==> src/rtl/cpf_pkg.sv <==
// shared constants and types for the cart position fusion block
// no dependencies; imported by the top level
package cpf_pkg;

    // field widths
    localparam int ElapsedW  = 20;
    localparam int StepW     = 32;
    localparam int DistW     = 12;
    localparam int PosW      = 32;
    localparam int CountW    = 22;
    localparam int FramesW   = 8;
    localparam int GainW     = 17;
    localparam int MmW       = 16;
    localparam int ScaleW    = 3;
    localparam int ScaledW   = DistW + ScaleW;
    localparam int CfgDataW  = 20;
    localparam int CfgIdxW   = 3;
    localparam int InDataW   = 64;
    localparam int ErrW      = PosW + 2;
    localparam int ProdW     = ErrW + GainW + 1;

    typedef logic [CfgIdxW-1:0] cfg_idx_t;

    // register indexes
    localparam cfg_idx_t REG_POLL_PERIOD    = 3'd0;
    localparam cfg_idx_t REG_STARTUP_FRAMES = 3'd1;
    localparam cfg_idx_t REG_TRUST_MOVING   = 3'd2;
    localparam cfg_idx_t REG_TRUST_STILL    = 3'd3;
    localparam cfg_idx_t REG_MM_PER_STEP    = 3'd4;
    localparam cfg_idx_t REG_DIST_SCALE     = 3'd5;

    // register reset values
    localparam logic [ElapsedW-1:0] POLL_PERIOD_RST    = 20'd30000;
    localparam logic [FramesW-1:0]  STARTUP_FRAMES_RST = 8'd30;
    localparam logic [GainW-1:0]    TRUST_MOVING_RST   = 17'd1638;
    localparam logic [GainW-1:0]    TRUST_STILL_RST    = 17'd82;
    localparam logic [MmW-1:0]      MM_PER_STEP_RST    = 16'd6554;
    localparam logic [ScaleW-1:0]   DIST_SCALE_RST     = 3'd2;

    // unity gain in Q1.16
    localparam logic [GainW-1:0] GAIN_ONE = 17'd65536;

endpackage

==> src/rtl/cart_position_fusion.sv <==
// cart position fusion: step-count prediction blended with a distance sensor
// depends on cpf_pkg
//
// Usage:
//   s_ channel: one tick per transfer. s_tdata holds elapsed_us [19:0],
//   step_count [51:20] and sensor_distance [63:52]; s_tuser is cart_moving.
//   m_ channel: one result per tick. m_tdata is position_mm (signed Q16.16),
//   m_tuser is sensor_used.
//   cfg channel: register writes by index, always ready; write only while
//   no tick is in flight.
// Pipeline: the tick lands in the input register at the transfer, then
//   passes the step product / poll stage and the blend and output register
//   before m_tvalid rises.
// Throughput: one tick per cycle while m_tready is high; the position
//   recurrence closes through the blend multiplier in the output stage.
// Reset (aresetn low at a clock edge): registers return to their defaults,
//   the estimate, step history and poll timer clear, so the first tick polls.
// Stall: with m_tready low the three stages fill; s_tready drops only when
//   all of them hold a tick, and m_tdata/m_tuser stay put until the transfer.
module cart_position_fusion (
    input  logic                          aclk,
    input  logic                          aresetn,
    // input ticks
    input  logic                          s_tvalid,
    output logic                          s_tready,
    input  logic [cpf_pkg::InDataW-1:0]   s_tdata,  // elapsed_us, step_count, sensor_distance
    input  logic                          s_tuser,  // cart_moving
    // results
    output logic                          m_tvalid,
    input  logic                          m_tready,
    output logic [cpf_pkg::PosW-1:0]      m_tdata,  // position_mm
    output logic                          m_tuser,  // sensor_used
    // configuration writes
    input  logic                          cfg_valid,
    output logic                          cfg_ready,
    input  cpf_pkg::cfg_idx_t             cfg_index,
    input  logic [cpf_pkg::CfgDataW-1:0]  cfg_data
);
    import cpf_pkg::*;

    // configuration registers
    logic [ElapsedW-1:0] poll_period_reg;
    logic [GainW-1:0]    trust_moving_reg;
    logic [GainW-1:0]    trust_still_reg;
    logic [MmW-1:0]      mm_per_step_reg;
    logic [ScaleW-1:0]   dist_scale_reg;

    // filter state
    logic [StepW-1:0]          prev_steps_reg;
    logic signed [CountW-1:0]  countdown_reg;
    logic signed [CountW-1:0]  countdown_next;
    logic [FramesW-1:0]        startup_left_reg;

    // stage 0: input register
    logic                s0_valid_reg;
    logic [ElapsedW-1:0] s0_elapsed_reg;
    logic [StepW-1:0]    s0_delta_reg;
    logic                s0_moving_reg;
    logic [DistW-1:0]    s0_dist_reg;

    // stage 1: step product and poll decision
    logic                s1_valid_reg;
    logic [PosW-1:0]     s1_step_prod_reg;
    logic [PosW-1:0]     s1_step_prod_next;
    logic [ScaledW-1:0]  s1_scaled_reg;
    logic [GainW-1:0]    s1_gain_reg;
    logic [GainW-1:0]    s1_gain_next;
    logic                s1_used_reg;
    logic                s1_used_next;

    // stage 2: blend and output register
    logic                out_valid_reg;
    logic [PosW-1:0]     pos_reg;
    logic [PosW-1:0]     pos_next;
    logic                out_used_reg;

    logic                in_xfer;
    logic                adv0;
    logic                adv1;
    logic                cfg_xfer;

    // handshake chain
    assign adv1      = s1_valid_reg && (!out_valid_reg || m_tready);
    assign adv0      = s0_valid_reg && (!s1_valid_reg || adv1);
    assign s_tready  = !s0_valid_reg || adv0;
    assign in_xfer   = s_tvalid && s_tready;
    assign cfg_ready = 1'b1;
    assign cfg_xfer  = cfg_valid && cfg_ready;

    assign m_tvalid = out_valid_reg;
    assign m_tdata  = pos_reg;
    assign m_tuser  = out_used_reg;

    // configuration register writes; startup frames go straight to the counter below
    always_ff @(posedge aclk) begin
        if (!aresetn) begin
            poll_period_reg    <= POLL_PERIOD_RST;
            trust_moving_reg   <= TRUST_MOVING_RST;
            trust_still_reg    <= TRUST_STILL_RST;
            mm_per_step_reg    <= MM_PER_STEP_RST;
            dist_scale_reg     <= DIST_SCALE_RST;
        end else if (cfg_xfer) begin
            case (cfg_index)
                REG_POLL_PERIOD:    poll_period_reg    <= cfg_data;
                REG_TRUST_MOVING:   trust_moving_reg   <= cfg_data[GainW-1:0];
                REG_TRUST_STILL:    trust_still_reg    <= cfg_data[GainW-1:0];
                REG_MM_PER_STEP:    mm_per_step_reg    <= cfg_data[MmW-1:0];
                REG_DIST_SCALE:     dist_scale_reg     <= cfg_data[ScaleW-1:0];
                default: ;
            endcase
        end
    end

    // stage 0: capture the tick and form the step delta
    always_ff @(posedge aclk) begin
        if (!aresetn) begin
            s0_valid_reg   <= 1'b0;
            prev_steps_reg <= '0;
        end else begin
            if (in_xfer) begin
                s0_valid_reg   <= 1'b1;
                prev_steps_reg <= s_tdata[51:20];
            end else if (adv0) begin
                s0_valid_reg <= 1'b0;
            end
        end
    end

    always_ff @(posedge aclk) begin
        if (in_xfer) begin
            s0_elapsed_reg <= s_tdata[19:0];
            s0_delta_reg   <= s_tdata[51:20] - prev_steps_reg;
            s0_moving_reg  <= s_tuser;
            s0_dist_reg    <= s_tdata[63:52];
        end
    end

    // stage 1 next values: step product, poll timer and gain choice
    always_comb begin
        s1_step_prod_next = s0_delta_reg * {{(PosW-MmW){1'b0}}, mm_per_step_reg};
        countdown_next    = countdown_reg - $signed({2'b00, s0_elapsed_reg});
        s1_used_next      = (countdown_next <= $signed(22'd0)) || (startup_left_reg != '0);
        if (startup_left_reg != '0) begin
            s1_gain_next = GAIN_ONE;
        end else if (s0_moving_reg) begin
            s1_gain_next = (trust_moving_reg > GAIN_ONE) ? GAIN_ONE : trust_moving_reg;
        end else begin
            s1_gain_next = (trust_still_reg > GAIN_ONE) ? GAIN_ONE : trust_still_reg;
        end
    end

    // stage 1 control state: poll timer and startup frames
    always_ff @(posedge aclk) begin
        if (!aresetn) begin
            s1_valid_reg     <= 1'b0;
            countdown_reg    <= '0;
            startup_left_reg <= STARTUP_FRAMES_RST;
        end else begin
            if (adv0) begin
                s1_valid_reg <= 1'b1;
            end else if (adv1) begin
                s1_valid_reg <= 1'b0;
            end
            if (cfg_xfer && cfg_index == REG_STARTUP_FRAMES) begin
                startup_left_reg <= cfg_data[FramesW-1:0];
            end else if (adv0 && s1_used_next && startup_left_reg != '0) begin
                startup_left_reg <= startup_left_reg - 8'd1;
            end
            if (adv0) begin
                countdown_reg <= s1_used_next ? $signed({2'b00, poll_period_reg})
                                              : countdown_next;
            end
        end
    end

    always_ff @(posedge aclk) begin
        if (adv0) begin
            s1_step_prod_reg <= s1_step_prod_next;
            s1_scaled_reg    <= s0_dist_reg * {{(ScaledW-ScaleW){1'b0}}, dist_scale_reg};
            s1_gain_reg      <= s1_gain_next;
            s1_used_reg      <= s1_used_next;
        end
    end

    // stage 2: predict, then blend toward the scaled sensor distance when the sensor is used
    logic [PosW-1:0]          pos_pred;
    logic signed [ErrW-1:0]   blend_err;
    logic signed [GainW:0]    blend_gain;
    logic signed [ProdW-1:0]  blend_prod;
    logic signed [ProdW-1:0]  blend_round;

    always_comb begin
        pos_pred    = pos_reg + s1_step_prod_reg;
        blend_err   = $signed({{(ErrW-ScaledW-16){1'b0}}, s1_scaled_reg, 16'd0})
                    - $signed({{(ErrW-PosW){pos_pred[PosW-1]}}, pos_pred});
        blend_gain  = $signed({1'b0, s1_gain_reg});
        blend_prod  = blend_err * blend_gain;
        blend_round = blend_prod + $signed(52'd32768);
        pos_next    = s1_used_reg ? pos_pred + blend_round[47:16] : pos_pred;
    end

    always_ff @(posedge aclk) begin
        if (!aresetn) begin
            out_valid_reg <= 1'b0;
            pos_reg       <= '0;
        end else begin
            if (adv1) begin
                out_valid_reg <= 1'b1;
                pos_reg       <= pos_next;
            end else if (m_tready) begin
                out_valid_reg <= 1'b0;
            end
        end
    end

    always_ff @(posedge aclk) begin
        if (adv1) begin
            out_used_reg <= s1_used_reg;
        end
    end

endmodule

==> config.mk <==
export PLATFORM = sky130hd
export DESIGN_NAME = cart_position_fusion
export DESIGN_NICKNAME = d
export VERILOG_FILES = /design/src/rtl/cpf_pkg.sv /design/src/rtl/cart_position_fusion.sv
export SDC_FILE = /design/constraint.sdc
export NUM_CORES = 2
export LEC_CHECK = 0
export BUFFER_PORTS_ARGS = -buffer_cell sky130_fd_sc_hd__buf_4
export CORE_MARGIN = 3
export CORE_UTILIZATION = 50
export CTS_CLUSTER_SIZE = 28
export DETAILED_ROUTE_END_ITERATION = 6
export GPL_ROUTABILITY_DRIVEN = 0
export PLACE_DENSITY_LB_ADDON = 0.3
export SLEW_MARGIN = 0
export SYNTH_ARGS = -nofsm -noshare
export SYNTH_HDL_FRONTEND = slang
export SYNTH_SLANG_ARGS = --single-unit
==> constraint.sdc <==
create_clock -name aclk -period 28.6 [get_ports aclk]
set_clock_uncertainty 0.15 [all_clocks]
set_input_delay 2.86 -clock aclk [delete_from_list [all_inputs] [get_ports aclk]]
set_output_delay 2.86 -clock aclk [all_outputs]
set_load 0.05 [all_outputs]
==> metrics.csv <==
metric;value;unit
syn-mean-instance-area;8.80;um2
finalSetupViolations;0;
n_fill_cell;8768;
die_h;317;um
hold_class;register to register;
fin_crit_sh;0.524;
synthCells;5479;
dpl.hpwl;93.7;mm
drive_gt1_frac;0.0575;
synthFlopType;dfxtp_1;
post_cts_resize_count;0;
ys_seq_area_frac;0.152;
cts_hold_buf;0;
viasPerCell;5.34;
max_freq;0.0667;GHz
slew_headroom;0.193;
syn_area;0.0482;mm2
start_util;0.506;
finalHoldViolCount;0;
grt_overflow;0;
firstDrtPassIters;5;
ant_nets;0;
cts.clk_slew.worst_paths;0.06;ns
cts-htree-levels;2;
synth_common_cells;inv_1, nand2_1, fa_1;
antenna_cells;0;
startpoint_type;register;
holdWs;0.303;ns
grt_first_pass_wirelength;200;mm
wl_per_cell;17.8;um
drt_iter0_drc;2045;
pin_count;129;
grt_pass1_vias;38000;
synth_top_area_share;0.346;
drc;0;
die_area;0.100;mm2
globalRouteTotalUtil;0.250;
portBuffers;127;
final_nets;6752;
dr_total_vias;36200;
wirelength;121;mm
clock_latency;0.56;ns
grt_max_degree;73;
slowest_delay;0.89;ns
cts_sinks;301;
cts_buffers;35;
die_w;317;um
post_cts_buffers;0;
fin_crit;14.99;ns
drv_slew;0;
worst_pin_slew;1.21;ns
cp.arrival;15.30;ns
path_common_cell;fa_1;
post-synth-top-count-cell;inv_1;
setup_tns;0;ns
cts_tree;yes;
synth_cell_types;95;
design_area;0.0516;mm2
rows;113;
status;finished clean;
root_buffer;clkbuf_16;
drv_cap;0;
seq_area;0.00734;mm2
synth_nets;6747;
worstSetupEndpointType;register;
async_reset_ff_frac;0;
path_class;register to register;
crit_slowest_cell;xor2_2;
cp_max_fo;17;
synth_edf_count;131;
core_area;0.0953;mm2
multi_input_area;0.0361;mm2
crit_required;28.91;ns
syn_to_final_growth;6.97;%
yosys_warnings;0;
antenna_found_initial;0;
clk_path_buf_depth;3;
rsz0062_at_grt;no;
placed_area;0.0505;mm2
ys_top_cells_by_area;fa_1, ha_1, inv_1;
yosysTopAreaCell;fa_1;
post-route-util;0.541;
ys_ff_latch;301;
worst paths after layout:
check | from | to | slack, ns | cells after the start
setup reg to reg | s1_step_prod_reg[0] | m_tdata[31] | 13.61 | 49
setup / recovery | s1_step_prod_reg[0] | m_tdata[31] | 13.61 | 49
hold / removal | prev_steps_reg[24] | prev_steps_reg[24] | 0.30 | 2
hold reg to reg | prev_steps_reg[24] | prev_steps_reg[24] | 0.30 | 2
kinds of logic after synthesis:
group	count (synthesis)	synth area share
flops	301	0.152
other cells	1	0.0000778
xor+xnor	231	0.0424
buf+inv	1280	0.100
mux	23	0.00485
compound gates	669	0.0887
fa+ha+maj	1180	0.436
simple gates	1794	0.176
per-stage QoR:
stage | worst slack (ns) | cells
floorplan | 15.35 | 5479
global placement | 14.11 | 6712
finish | 13.61 | 6775
global route | 12.78 | 6775
detailed placement | 13.88 | 6712
CTS | 13.79 | 6775
routing by layer:
layer,GRT usage,vias to the layer above,routed length (um)
met4,0.0682,0,3470
met5,0,-,0
li1,-,17000,-
met3,0.0354,204,8260
met2,0.419,1121,57400
met1,0.340,17900,51500
worst max-delay path, delay by kind of cell (launching register included):
| kind | cells | cell delay [ns] |
|---|---|---|
| AND/OR/NAND/NOR | 10 | 2.98 |
| AO/OA/AOI/OAI | 20 | 5.06 |
| XOR/XNOR | 5 | 1.76 |
| buffers and inverters | 3 | 0.17 |
| adder cells (fa/ha/maj) | 11 | 4.39 |
| flip-flops | 1 | 0.37 |
area by class of cell:
type	instances	area share
clock buffer	53	0.0197
timing repair buffer	193	0.0281
clock inverter	10	0.00141
sequential	301	0.142
tap	1265	0.0307
multi-input combinational	3898	0.701
inverter	1055	0.0769
cell usage in the layout (no fill, tap or decap), types with 8 or more instances in the layout:
| master | synthesis | final |
|---|---|---|
| nand3b_1 | 8 | 8 |
| o21bai_1 | 25 | 25 |
| and2_1 | 375 | 375 |
| dfxtp_1 | 170 | 169 |
| o31ai_1 | 9 | 9 |
| nor2b_1 | 53 | 53 |
| o21a_1 | 34 | 34 |
| and3_1 | 24 | 24 |
| o211ai_1 | 24 | 24 |
| fa_1 | 834 | 834 |
| a21boi_0 | 16 | 16 |
| xnor2_2 | 1 | 14 |
| clkbuf_1 | 212 | 11 |
| nand2_1 | 912 | 912 |
| a22oi_1 | 16 | 16 |
| a311oi_1 | 16 | 16 |
| xnor2_1 | 161 | 148 |
| or2_2 | 21 | 21 |
| mux2i_1 | 20 | 20 |
| a31oi_1 | 28 | 28 |
| buf_4 | 5 | 193 |
| a211oi_1 | 23 | 23 |
| nand3_1 | 68 | 68 |
| clkbuf_16 | 0 | 35 |
| nor3_1 | 45 | 45 |
| nand2b_1 | 37 | 37 |
| nor2_1 | 176 | 175 |
| nor4_1 | 18 | 18 |
| or3_1 | 13 | 13 |
| edfxtp_1 | 131 | 131 |
| nand4_1 | 17 | 17 |
| a21oi_1 | 244 | 244 |
| ha_1 | 341 | 341 |
| inv_1 | 1051 | 1050 |
| o21ai_0 | 113 | 113 |
| a21o_1 | 49 | 49 |
| xor2_1 | 68 | 66 |
Power is left out: the tool's default activity adds up to more than one toggle a clock period on the data nets, which glitch-free logic cannot reach.
